<file path="src/prrs_pkg.sv">
// Package: shared types, codes and constants of the priority round robin scheduler.
`timescale 1ns / 1ps
`default_nettype none
package prrs_pkg;

	localparam int MaxTasksDefault = 64;
	localparam int QuantumReset    = 10;
	localparam int TidW   = 6;
	localparam int PrioW  = 8;
	localparam int BurstW = 16;
	localparam int WaitW  = 22;
	localparam int TurnW  = 23;
	localparam logic [WaitW-1:0] WaitMax = {WaitW{1'b1}};

	typedef enum logic [1:0] {
		CMD_LOAD  = 2'd0,
		CMD_STEP  = 2'd1,
		CMD_CLEAR = 2'd2,
		CMD_NOP   = 2'd3
	} cmd_t;

	typedef enum logic [1:0] {
		ST_OK       = 2'd0,
		ST_FULL     = 2'd1,
		ST_ALL_DONE = 2'd2,
		ST_RSVD     = 2'd3
	} status_t;

	typedef enum logic [2:0] {
		S_IDLE,
		S_LEVEL,
		S_MEMBER,
		S_SLICE,
		S_UPDATE,
		S_RESP
	} state_t;

	typedef struct packed {
		logic [PrioW-1:0]  prio;
		logic [BurstW-1:0] remaining;
		logic [BurstW-1:0] orig;
		logic [WaitW-1:0]  waiting;
		logic              done;
	} entry_t;

	typedef struct packed {
		logic [1:0]        status;
		logic [TidW-1:0]   task_id;
		logic [BurstW-1:0] slice_len;
		logic              finished;
		logic [WaitW-1:0]  waiting_time;
		logic [TurnW-1:0]  turnaround_time;
	} result_t;

endpackage
`default_nettype wire

</file>
<file path="src/prrs_req_if.sv">
// Interface: request channel (command, priority, burst).
`timescale 1ns / 1ps
`default_nettype none
interface prrs_req_if;
	import prrs_pkg::*;
	logic              valid;
	logic              ready;
	logic [1:0]        cmd;
	logic [PrioW-1:0]  priority_req;
	logic [BurstW-1:0] burst;
	modport source (output valid, cmd, priority_req, burst, input ready);
	modport sink (input valid, cmd, priority_req, burst, output ready);
endinterface
`default_nettype wire

</file>
<file path="src/prrs_rsp_if.sv">
// Interface: response channel (one result per transaction).
`timescale 1ns / 1ps
`default_nettype none
interface prrs_rsp_if;
	import prrs_pkg::*;
	logic              valid;
	logic              ready;
	logic [1:0]        status;
	logic [TidW-1:0]   task_id;
	logic [BurstW-1:0] slice_len;
	logic              finished;
	logic [WaitW-1:0]  waiting_time;
	logic [TurnW-1:0]  turnaround_time;
	modport source (output valid, status, task_id, slice_len, finished, waiting_time,
		turnaround_time, input ready);
	modport sink (input valid, status, task_id, slice_len, finished, waiting_time,
		turnaround_time, output ready);
endinterface
`default_nettype wire

</file>
<file path="src/priority_round_robin_scheduler_core.sv">
// Top level: priority scheduler with round robin inside each priority level.
//
// Usage:
//   req: one transaction per command (load task, step scheduler, clear table).
//   rsp: exactly one result transaction per request, in order.
//   cfg_we/cfg_wdata: writes the quantum; only while the block is idle.
// Sequence (from acceptance to the registered result in rsp):
//   load, clear, no-op: idle, then the response state.
//   step: three linear passes over the n loaded entries through the table
//   memory's single read port, only the first when nothing is left to run:
//   find the top live level, count members and pick the round robin winner,
//   then read every entry, write back the served task's remaining burst and
//   charge waiting time to the other live ones. A slice state sits between.
// Flow: one request at a time; req.ready is high only in the idle state, so
//   a new request waits until the last one has left the response state.
//   A result sits in an output register, so the next request is accepted while
//   the receiver stalls; the following result waits until that one is taken.
// Reset: table empty, quantum 10, no task served yet. The table memory itself
//   is not cleared; only slots below the task count are ever used.
`timescale 1ns / 1ps
`default_nettype none
module priority_round_robin_scheduler_core #(
	parameter int MAX_TASKS = prrs_pkg::MaxTasksDefault
) (
	input  wire                     clk,
	input  wire                     arst_n,
	prrs_req_if.sink                req,
	prrs_rsp_if.source              rsp,
	input  wire                     cfg_we,
	input  wire [prrs_pkg::BurstW-1:0] cfg_wdata
);
	import prrs_pkg::*;

	localparam int AW = (MAX_TASKS > 1) ? $clog2(MAX_TASKS) : 1;
	localparam int CW = $clog2(MAX_TASKS + 1);
	localparam logic [CW-1:0] MaxCount = CW'(MAX_TASKS);

	state_t state_q, state_d;

	logic [BurstW-1:0] quantum_q;
	logic [CW-1:0]     count_q;      // loaded tasks
	logic [AW-1:0]     last_q;       // slot served last
	logic              served_q;     // something served since clear
	logic [CW-1:0]     c_q;          // pass counter (read issue index)
	logic [AW-1:0]     idx_s1;       // slot of the data in rd_data

	// scan state
	logic [PrioW-1:0]  level_q;
	logic              any_q;
	logic [CW-1:0]     members_q;
	logic              fa_found_q, fb_found_q, last_match_q;
	logic [AW-1:0]     fa_q, fb_q, pick_q;
	logic [BurstW-1:0] fa_rem_q, fb_rem_q, slice_q;

	result_t res_q, out_q;
	result_t res_init;
	logic    out_vld_q;

	// table
	logic    wr_en;
	logic [AW-1:0] wr_addr;
	entry_t  wr_data, rd_data;

	logic    pass_end, proc;
	logic    any_n;
	logic [PrioW-1:0] level_n;
	logic [WaitW:0]   wsum;
	logic [BurstW-1:0] new_rem, q_eff, pick_rem;
	logic    use_after;

	prrs_table #(.MAX_TASKS(MAX_TASKS), .AW(AW)) u_table (
		.clk     (clk),
		.wr_en   (wr_en),
		.wr_addr (wr_addr),
		.wr_data (wr_data),
		.rd_addr (c_q[AW-1:0]),
		.rd_data (rd_data)
	);

	assign pass_end = (c_q == count_q);
	assign proc     = (c_q != '0);

	// running max over live entries, including the entry arriving this cycle
	always_comb begin
		level_n = level_q;
		any_n   = any_q;
		if (proc && !rd_data.done && (!any_q || rd_data.prio > level_q)) begin
			level_n = rd_data.prio;
			any_n   = 1'b1;
		end
	end

	// result of a command that finishes straight from idle
	always_comb begin
		res_init = '0;
		if (cmd_t'(req.cmd) == CMD_LOAD) begin
			if (count_q < MaxCount) begin
				res_init.task_id = TidW'(count_q);
			end else begin
				res_init.status = ST_FULL;
			end
		end
	end

	assign wsum    = {1'b0, rd_data.waiting} + (WaitW+1)'(slice_q);
	assign new_rem = rd_data.remaining - slice_q;
	assign q_eff   = (quantum_q == '0) ? BurstW'(1) : quantum_q;
	assign use_after = served_q && ({1'b0, last_q} < (AW+1)'(count_q)) && last_match_q
		&& fb_found_q;
	assign pick_rem = use_after ? fb_rem_q : fa_rem_q;

	// table write port: loads and the update pass
	always_comb begin
		wr_en   = 1'b0;
		wr_addr = idx_s1;
		wr_data = rd_data;
		if (state_q == S_IDLE) begin
			wr_addr = count_q[AW-1:0];
			wr_data.prio      = req.priority_req;
			wr_data.remaining = req.burst;
			wr_data.orig      = req.burst;
			wr_data.waiting   = '0;
			wr_data.done      = (req.burst == '0);
			wr_en = req.valid && (cmd_t'(req.cmd) == CMD_LOAD) && (count_q < MaxCount);
		end else if (state_q == S_UPDATE && proc) begin
			if (idx_s1 == pick_q) begin
				wr_data.remaining = new_rem;
				wr_data.done      = (new_rem == '0);
				wr_en = 1'b1;
			end else if (!rd_data.done) begin
				wr_data.waiting = (wsum > {1'b0, WaitMax}) ? WaitMax : wsum[WaitW-1:0];
				wr_en = 1'b1;
			end
		end
	end

	// sequencer
	always_comb begin
		state_d = state_q;
		unique case (state_q)
			S_IDLE: begin
				if (req.valid) begin
					state_d = (cmd_t'(req.cmd) == CMD_STEP) ? S_LEVEL : S_RESP;
				end
			end
			S_LEVEL: begin
				if (pass_end) begin
					state_d = any_n ? S_MEMBER : S_RESP;
				end
			end
			S_MEMBER: begin
				if (pass_end) begin
					state_d = S_SLICE;
				end
			end
			S_SLICE:  state_d = S_UPDATE;
			S_UPDATE: begin
				if (pass_end) begin
					state_d = S_RESP;
				end
			end
			S_RESP: begin
				if (!out_vld_q || rsp.ready) begin
					state_d = S_IDLE;
				end
			end
			default:  state_d = S_IDLE;
		endcase
	end

	always_ff @(posedge clk or negedge arst_n) begin
		if (!arst_n) begin
			state_q <= S_IDLE;
		end else begin
			state_q <= state_d;
		end
	end

	// control registers
	always_ff @(posedge clk or negedge arst_n) begin
		if (!arst_n) begin
			quantum_q <= BurstW'(QuantumReset);
			count_q   <= '0;
			last_q    <= '0;
			served_q  <= 1'b0;
			out_vld_q <= 1'b0;
			c_q       <= '0;
		end else begin
			if (cfg_we) begin
				quantum_q <= cfg_wdata;
			end
			// output register: load a new result, or drop a taken one
			if (state_q == S_RESP && (!out_vld_q || rsp.ready)) begin
				out_vld_q <= 1'b1;
			end else if (out_vld_q && rsp.ready) begin
				out_vld_q <= 1'b0;
			end
			case (state_q)
				S_IDLE: begin
					c_q <= '0;
					if (req.valid) begin
						case (cmd_t'(req.cmd))
							CMD_LOAD: begin
								if (count_q < MaxCount) begin
									count_q <= count_q + CW'(1);
								end
							end
							CMD_CLEAR: begin
								count_q  <= '0;
								last_q   <= '0;
								served_q <= 1'b0;
							end
							default: ;
						endcase
					end
				end
				S_LEVEL, S_MEMBER, S_UPDATE: begin
					c_q <= pass_end ? '0 : c_q + CW'(1);
					if (state_q == S_UPDATE && pass_end) begin
						last_q   <= pick_q;
						served_q <= 1'b1;
					end
				end
				default: ;
			endcase
		end
	end

	// datapath registers
	always_ff @(posedge clk) begin
		idx_s1 <= c_q[AW-1:0];
		case (state_q)
			S_IDLE: begin
				any_q        <= 1'b0;
				members_q    <= '0;
				fa_found_q   <= 1'b0;
				fb_found_q   <= 1'b0;
				last_match_q <= 1'b0;
				res_q        <= res_init;
			end
			S_LEVEL: begin
				level_q <= level_n;
				any_q   <= any_n;
				if (pass_end && !any_n) begin
					res_q.status <= ST_ALL_DONE;
				end
			end
			S_MEMBER: begin
				if (proc && rd_data.prio == level_q) begin
					members_q <= members_q + CW'(1);
					if (idx_s1 == last_q) begin
						last_match_q <= 1'b1;
					end
					if (!rd_data.done) begin
						if (!fa_found_q) begin
							fa_found_q <= 1'b1;
							fa_q       <= idx_s1;
							fa_rem_q   <= rd_data.remaining;
						end
						if (!fb_found_q && idx_s1 > last_q) begin
							fb_found_q <= 1'b1;
							fb_q       <= idx_s1;
							fb_rem_q   <= rd_data.remaining;
						end
					end
				end
			end
			S_SLICE: begin
				pick_q <= use_after ? fb_q : fa_q;
				slice_q <= (members_q > CW'(1) && pick_rem > q_eff) ? q_eff : pick_rem;
			end
			S_UPDATE: begin
				if (proc && idx_s1 == pick_q) begin
					res_q.task_id   <= TidW'(pick_q);
					res_q.slice_len <= slice_q;
					if (new_rem == '0) begin
						res_q.finished        <= 1'b1;
						res_q.waiting_time    <= rd_data.waiting;
						res_q.turnaround_time <= TurnW'(rd_data.waiting) + TurnW'(rd_data.orig);
					end
				end
			end
			S_RESP: begin
				if (!out_vld_q || rsp.ready) begin
					out_q <= res_q;
				end
			end
			default: ;
		endcase
	end

	assign req.ready           = (state_q == S_IDLE);
	assign rsp.valid           = out_vld_q;
	assign rsp.status          = out_q.status;
	assign rsp.task_id         = out_q.task_id;
	assign rsp.slice_len       = out_q.slice_len;
	assign rsp.finished        = out_q.finished;
	assign rsp.waiting_time    = out_q.waiting_time;
	assign rsp.turnaround_time = out_q.turnaround_time;
endmodule
`default_nettype wire

</file>
<file path="src/prrs_table.sv">
// Task table memory: one write port, one read port with registered data.
`timescale 1ns / 1ps
`default_nettype none
module prrs_table #(
	parameter int MAX_TASKS = prrs_pkg::MaxTasksDefault,
	parameter int AW        = $clog2(MAX_TASKS)
) (
	input  wire                  clk,
	input  wire                  wr_en,
	input  wire  [AW-1:0]        wr_addr,
	input  prrs_pkg::entry_t     wr_data,
	input  wire  [AW-1:0]        rd_addr,
	output prrs_pkg::entry_t     rd_data
);
	import prrs_pkg::*;

	entry_t mem_q [MAX_TASKS];

	always_ff @(posedge clk) begin
		if (wr_en) begin
			mem_q[wr_addr] <= wr_data;
		end
		rd_data <= mem_q[rd_addr];
	end
endmodule
`default_nettype wire

</file>
<file path="src/flat_wrapper.sv">
// flat-port wrapper written by rule: the top's interface ports become plain ports
module priority_round_robin_scheduler_core_flat import prrs_pkg::*;
#(
	parameter int MAX_TASKS = prrs_pkg::MaxTasksDefault
)
  (clk, arst_n, cfg_we, cfg_wdata, req_valid, req_cmd, req_priority_req, req_burst, req_ready, rsp_valid, rsp_status, rsp_task_id, rsp_slice_len, rsp_finished, rsp_waiting_time, rsp_turnaround_time, rsp_ready);
  prrs_req_if req_i ();
  prrs_rsp_if rsp_i ();
  input  wire clk;
  input  wire arst_n;
  input  wire cfg_we;
  input  wire [prrs_pkg::BurstW-1:0] cfg_wdata;
  input wire logic [$bits(req_i.valid)-1:0] req_valid;
  input wire logic [$bits(req_i.cmd)-1:0] req_cmd;
  input wire logic [$bits(req_i.priority_req)-1:0] req_priority_req;
  input wire logic [$bits(req_i.burst)-1:0] req_burst;
  output wire logic [$bits(req_i.ready)-1:0] req_ready;
  output wire logic [$bits(rsp_i.valid)-1:0] rsp_valid;
  output wire logic [$bits(rsp_i.status)-1:0] rsp_status;
  output wire logic [$bits(rsp_i.task_id)-1:0] rsp_task_id;
  output wire logic [$bits(rsp_i.slice_len)-1:0] rsp_slice_len;
  output wire logic [$bits(rsp_i.finished)-1:0] rsp_finished;
  output wire logic [$bits(rsp_i.waiting_time)-1:0] rsp_waiting_time;
  output wire logic [$bits(rsp_i.turnaround_time)-1:0] rsp_turnaround_time;
  input wire logic [$bits(rsp_i.ready)-1:0] rsp_ready;
  assign req_i.valid = req_valid;
  assign req_i.cmd = req_cmd;
  assign req_i.priority_req = req_priority_req;
  assign req_i.burst = req_burst;
  assign req_ready = req_i.ready;
  assign rsp_valid = rsp_i.valid;
  assign rsp_status = rsp_i.status;
  assign rsp_task_id = rsp_i.task_id;
  assign rsp_slice_len = rsp_i.slice_len;
  assign rsp_finished = rsp_i.finished;
  assign rsp_waiting_time = rsp_i.waiting_time;
  assign rsp_turnaround_time = rsp_i.turnaround_time;
  assign rsp_i.ready = rsp_ready;
  priority_round_robin_scheduler_core #(.MAX_TASKS(MAX_TASKS)) u_core (.clk(clk), .arst_n(arst_n), .req(req_i), .rsp(rsp_i), .cfg_we(cfg_we), .cfg_wdata(cfg_wdata));
endmodule
</file>
<file path="config.mk">
export PLATFORM = sky130hd
export DESIGN_NAME = priority_round_robin_scheduler_core_flat
export DESIGN_NICKNAME = d
export VERILOG_FILES = /design/src/prrs_pkg.sv /design/src/prrs_req_if.sv /design/src/prrs_rsp_if.sv /design/src/priority_round_robin_scheduler_core.sv /design/src/prrs_table.sv /design/src/flat_wrapper.sv
export SDC_FILE = /design/constraint.sdc
export NUM_CORES = 2
export LEC_CHECK = 0
export ABC_AREA = 1
export BUFFER_PORTS_ARGS = -buffer_cell sky130_fd_sc_hd__clkbuf_2
export CAP_MARGIN = 20
export CORE_MARGIN = 10
export CORE_UTILIZATION = 30
export DETAILED_ROUTE_END_ITERATION = 8
export GPL_ROUTABILITY_DRIVEN = 0
export PLACE_DENSITY = 0.53
export SLEW_MARGIN = 0
export SYNTH_ARGS = -nofsm -noshare
export SYNTH_HDL_FRONTEND = slang
export SYNTH_SLANG_ARGS = --single-unit
</file>
<file path="constraint.sdc">
create_clock -name clk -period 10 [get_ports clk]
set_input_delay 1.5 -clock clk [delete_from_list [all_inputs] [get_ports clk]]
set_output_delay 1.5 -clock clk [all_outputs]
set_load 0.02 [all_outputs]
</file>
# ---- Word-level counts from Yosys, hierarchy flattened
# Memories as Yosys holds them, arrays and structs flattened. A register that Yosys moved wholly into a read port is not among the register bits.
# Index checks and enable logic that the tools add are counted.
dict set report classes {
  add_sub_neg 6
  n_lt_le_gt_ge 7
  n_eq_ne 26
  mux 66
  bitwise_logic 2
  n_reduce_logical 50
}
# operator n
set ops {}
lappend ops {{case mux 68 bit (2 select lines)} 1}
lappend ops {{two-way mux 16 bit} 7}
lappend ops {{two-way mux 68 bit} 1}
lappend ops {{two-way mux 22 bit} 3}
lappend ops {{logical NOT 16 bit} 3}
lappend ops {{adder 22 x 16 -> 23 bit} 2}
lappend ops {{two-way mux 23 bit} 2}
lappend ops {{two-way mux 46 bit} 1}
lappend ops {{case mux 7 bit (2 select lines)} 3}
lappend ops {{two-way mux 6 bit} 6}
lappend ops {{greater-than comparator 23 x 22 -> 1 bit (second input constant)} 1}
lappend ops {{adder 7 x 1 -> 7 bit (second input constant)} 3}
lappend ops {{two-way mux 1 bit} 21}
lappend ops {{two-way mux 3 bit} 7}
lappend ops {{two-way mux 7 bit} 3}
lappend ops {{AND reduction 4 bit} 5}
lappend ops {{inequality test 2 x 1 -> 1 bit (second input constant)} 9}
lappend ops {{case mux 3 bit (6 select lines)} 1}
lappend ops {{greater-than comparator 16 bit} 1}
lappend ops {{logical AND 1 bit} 16}
lappend ops {{two-way mux 8 bit} 2}
lappend ops {{subtractor 16 bit} 1}
lappend ops {{== test 6 bit} 2}
lappend ops {{inequality test 2 bit (second input constant)} 6}
lappend ops {{27 further kinds} 50}
dict set report word_totals {
  register_bits 272
  ram_bits 4032
  in_bits 47
  output_inout_bits 72
  word_cells 190
  n_memories 1
}
# memory depth width read_ports rd_ports_with_merged_regs write_ports line_no
set mem_list {}
lappend mem_list {u_core.u_table.mem_q 64 63 1 1 1 prrs_table.sv:17} ;# entry_t mem_q [MAX_TASKS];

# ---- Longest topological paths before layout
dict set report logic_depth {
  word_depth 8
  depth_mapped 22
  ltp_nobuf 19
}

# ---- Cells and area by module
# A second synthesis with hierarchy kept.
dict set report unflattened {
  cells_unflattened 14870
  area_unflattened_um2 177696.7
}
# module instances cells_per_inst area_per_inst_um2 seq_area_each_um2
set by_module_without_submodules {}
lappend by_module_without_submodules {prrs_table 1 13210 162657.3 122337.3}
lappend by_module_without_submodules {priority_round_robin_scheduler_core 1 1660 15039.4 7905.1}

# ---- Worst setup path after synthesis
# Ideal clock, no wire load.
dict set report synth_path {
  path_kind {in2reg}
  startpoint {input req_cmd[1]}
  endpoint {memory u_core.u_table.mem_q[0][0] in the netlist's numbering (enable)}
  setup_ns 0.485
  t_arrival_ns 5.252
  t_required_ns 9.515
  slack_ns 4.263
  stages 9
  n_path_buf 0
  cell_sequence {nor2_1 -> inv_1 -> nor2_1 -> nand3_1 -> o21ai_0 -> nor2_2 -> inv_2 -> nand4_2 -> nor2_1}
}
dict set report synth_via {
  elab_chain_cells 6
}
# element line_no
set synth_lines {}
lappend synth_lines {{start, declared} flat_wrapper.sv:14} ;# input wire logic [$bits(req_i.cmd)-1:0] req_cmd;
lappend synth_lines {{logical NOT 2 bit} priority_round_robin_scheduler_core.sv:124} ;# wr_en = req.valid && (cmd_t'(req.cmd) == CMD_LOAD) && (count_q < MaxCount);
lappend synth_lines {{logical AND 1 bit (2 in series)} priority_round_robin_scheduler_core.sv:124}
lappend synth_lines {{two-way mux 1 bit} priority_round_robin_scheduler_core.sv:117} ;# if (state_q == S_IDLE) begin
lappend synth_lines {{two-way mux 1 bit} prrs_table.sv:20} ;# if (wr_en) begin
lappend synth_lines {{two-way mux 1 bit (not written as such)} prrs_table.sv:21} ;# mem_q[wr_addr] <= wr_data;
lappend synth_lines {{end, declared} prrs_table.sv:17}
# Every way passes these cells.

# ---- Worst setup path after layout
dict set report layout_path {
  startpoint {register u_core.c_q[0]}
  endpoint {memory u_core.u_table.mem_q[41][7] in the netlist's numbering (enable)}
}
dict set report layout_via {
  elab_chain_cells 6
}
# element line_no
set layout_lines {}
lappend layout_lines {{start, declared} priority_round_robin_scheduler_core.sv:44} ;# logic [CW-1:0] c_q;
lappend layout_lines {{start signal, assigned} priority_round_robin_scheduler_core.sv:218} ;# c_q <= pass_end ? '0 : c_q + CW'(1);
lappend layout_lines {{nonzero test 7 bit} priority_round_robin_scheduler_core.sv:81} ;# assign proc = (c_q != '0);
lappend layout_lines {{logical AND 1 bit} priority_round_robin_scheduler_core.sv:125} ;# end else if (state_q == S_UPDATE && proc) begin
lappend layout_lines {{two-way mux 1 bit} priority_round_robin_scheduler_core.sv:125}
lappend layout_lines {{two-way mux 1 bit} priority_round_robin_scheduler_core.sv:117}
lappend layout_lines {{two-way mux 1 bit} prrs_table.sv:20}
lappend layout_lines {{two-way mux 1 bit (not written as such)} prrs_table.sv:21}
# Every way passes these cells.

==> results.cfg <==
[run_status]
status = complete, no violations

[sta]
layout_min_cycle_time_ps = 6380
slew_headroom = 0.190
finalSetupViolCount = 0
timing.fmax_ghz = 0.157
finClkSkew_ps = 112
drv_slew = 0
fin_ws_ps = 3620
finalCritPeriodShare = 0.638
setup_tns_ps = 0
tightest_slew_ps = 1220
rsz0062_at_grt = false
hold_viol_final = 0

[synth]
async_flop_share = 0.00939
ys.flop_type = edfxtp_1
yosysWarnings = 0
synth_top_family_by_area = compound AO/OA/AOI/OAI gates
syn_nets = 13059
syn-instance-count = 12922
avgSynthCellArea_um2 = 13.3
synth_edf_count = 4257
syn-cell-area_mm2 = 0.172
synth_compound_area_frac = 0.121
synth-simple-area-share = 0.0869
synth.area.mux_share = 0.000458
yosysUniqueCellTypes = 54
synthAdderAreaFrac = 0.00667
synth-xor-area-share = 0.00127
ys_ff_latch = 4367
seq_area_frac_synth = 0.757

[power_and_ir_drop]
power_frac_seq = 0.435
clock_power_share = 0.272
p_per_area_mw_per_mm2 = 303
finalPower_mw = 59.5
vdd_drop_max_uv = 401
p_leak_nw = 62.7
swShare = 0.365
p_sw_mw = 21.7
comb_power_share = 0.293
internal_power_mw = 37.8

[finish]
fillerInstances = 55594
register_area_mm2 = 0.130
mostFrequentLayoutCells = edfxtp_1, nor2_1, o21ai_0, nand2_1, o22ai_1
drive_gt1_frac = 0.0941
num-nets-final = 13083
stdcell_area_mm2 = 0.196
final_common_cell = edfxtp_1
multi_input_area_mm2 = 0.0380
syn2layout_area_growth_pct = 14.0

[setup_path]
r2r-end = u_core.u_table.mem_q[41][7]
start_kind = flop
reg2reg_slack_ps = 3620
r2r_cells = 13
worstPathCellList = inv_8, ha_1, nand4_1, inv_1, nor2_1, nand2_1, inv_2, nor2_2, inv_2, nand4_2, nor2_4, buf_4, buf_4
slowest_delay_ps = 900
cp_max_fo = 99
critPathSlowestCell = dfrtp_4
cp.required_ps = 10570
critPathArrivalTime_ps = 6950
critPathCaptureType = flop
critical_path_class = flop to flop
reg2reg_from = u_core.c_q[0]

[worst_hold_path]
hold_depth = 0
hold_path.class = flop to flop
hold_start = u_core.res_q[46]
hold-path-endpoint = u_core.rsp.slice_len[0]

[detailed_routing]
wl_um = 593000
drtIter0Drc = 16277
drc = 0
wl_per_cell_um = 28.4
viasPerCell = 5.46
vias = 114092
drtAntennaViolNets = 0
firstDrtPassIters = 6

[placed_design]
dpl_cell_area_mm2 = 0.182
io_buffers = 118
place_hpwl_um = 311000
dpl_worst_slack_ps = 3920

[global_route]
grt_use_total = 0.187
antenna_found_initial = 38
grt_pass1_wl_um = 823000
grt-ovfl-total = 0
grt_max_degree = 203
grt_pass1_vias = 104942

[floorplan]
fp.dieW_um = 777
io_pins = 119
initial_core_util = 0.301
coreArea_mm2 = 0.573
rows = 278
die-area_mm2 = 0.604
die_y_um = 777

[cts]
holdBufCountCts = 0
root_buffer = clkbuf_16
numCtsBuffers = 442
postCtsSetupBuffers = 0
clockBufferDepth = 4
path_clk_slew_ps = 60
cts.sinks = 4367
tritoncts = done
clock_latency_ps = 1050
htree_levels = 5
ctsResizeCount = 0

[job]
cap_viol_max_count = 0
worst max-delay path, delay by kind of cell, from the launching register on:
family / cells / cell delay, ps
buffers and inverters: 6 / 2420
flip-flops: 1 / 900
AND/OR/NAND/NOR: 6 / 1930
adder cells (fa/ha/maj): 1 / 380
worst max path at each step:
| stage | startpoint | end | slack [ps] | depth (start not counted) |
|---|---|---|---|---|
| 6_report | u_core.c_q[0] | u_core.u_table.mem_q[41][7] | 3620 | 13 |
| 5_1_grt | u_core.c_q[0] | u_core.u_table.mem_q[62][27] | 3600 | 12 |
| 4_1_cts | u_core.c_q[0] | u_core.u_table.mem_q[63][27] | 3830 | 12 |
| 3_5_place_dp | u_core.c_q[0] | u_core.u_table.mem_q[63][30] | 3920 | 12 |
| 3_3_place_gp | u_core.c_q[0] | u_core.u_table.mem_q[55][31] | 3730 | 12 |
| 2_1_floorplan | req_cmd[1] | u_core.u_table.mem_q[0][0] | 4260 | 9 |
synthesized netlist by cell type, drive strengths merged, types with 2 or more instances:
master     n  share of area
nor2    2215          0.049
nand3b     5        0.00022
nand4     75         0.0029
nor3b      2       0.000087
o22ai    640          0.023
xnor2     12        0.00061
nand2    854          0.019
o21ai   2169          0.063
a21boi     4        0.00017
dfstp      2        0.00031
nor3      26        0.00095
xor2      13        0.00066
o21bai     2       0.000087
o211ai   135         0.0059
or2        5        0.00018
buf      276         0.0088
o211a      2        0.00012
ha        87         0.0063
o21a       7        0.00031
edfxtp  4257           0.74
clkinv     3       0.000095
nor4      10        0.00036
a31oi     20        0.00073
a211oi     3        0.00013
dfrtp     39         0.0057
a21oi    238         0.0069
dfxtp     69         0.0080
clkbuf   610          0.013
inv      238         0.0052
nand3    504          0.015
fa         3        0.00035
o221ai   381          0.019
mux2       7        0.00046
a21o       4        0.00017
registers in the layout (all words and copies together) (netlist names), 8 cells and up:
| register | flops |
|---|---|
| u_core.u_table.mem_q | 4032 |
| u_core.res_q | 70 |
| u_core.u_table.rd_data | 63 |
| u_core.rsp.turnaround_time | 23 |
| u_core.rsp.waiting_time | 22 |
| u_core.fa_rem_q | 16 |
| u_core.fb_rem_q | 16 |
| u_core.quantum_q | 16 |
| u_core.rsp.slice_len | 16 |
| u_core.slice_q | 16 |
| u_core.level_q | 8 |
routing by layer:
metal | GRT usage | wire [um] | up-vias
li1 | - | - | 48592
met1 | 0.263 | 245000 | 58406
met2 | 0.287 | 264000 | 6049
met3 | 0.0353 | 59600 | 1037
met4 | 0.0686 | 24100 | 8
met5 | 0 | 87 | -
final cells by class:
type | count | area share
clock inverters | 211 | 0.00874
well taps | 7560 | 0.0482
inverters | 241 | 0.00481
diodes | 10 | 0.000128
flip-flops and latches | 4367 | 0.664
repair buffers | 466 | 0.0182
multi-input cells | 7428 | 0.194
clock buffers | 611 | 0.0622
power by group through the flow:
stage	Combinational [mW]	Clock [mW]	Sequential (mW)
2_1_floorplan	10.4	0	26.0
3_3_place_gp	17.1	0	26.2
3_5_place_dp	17.2	0	26.2
4_1_cts	17.2	16.3	25.8
5_1_grt	18.9	17.1	25.9
6_report	17.4	16.2	25.9
metrics by stage:
| step | utilization | instances | hold WS, ps |
|---|---|---|---|
| global placement | 0.318 | 20054 | 405 |
| floorplan | - | 12922 | 342 |
| global route | 0.343 | 20885 | 409 |
| detailed placement | 0.318 | 20060 | 405 |
| finish | 0.343 | 20894 | 409 |
| CTS | 0.343 | 20882 | 408 |
cells by family after synthesis:
family,Yosys count
XOR/XNOR,25
AND/OR/NAND/NOR,3696
adder cells (fa/ha/maj),90
flip-flops,4367
AO/OA/AOI/OAI,3610
buffers and inverters,1127
multiplexers,7
No activity file was read; power rests on OpenSTA's default activity.
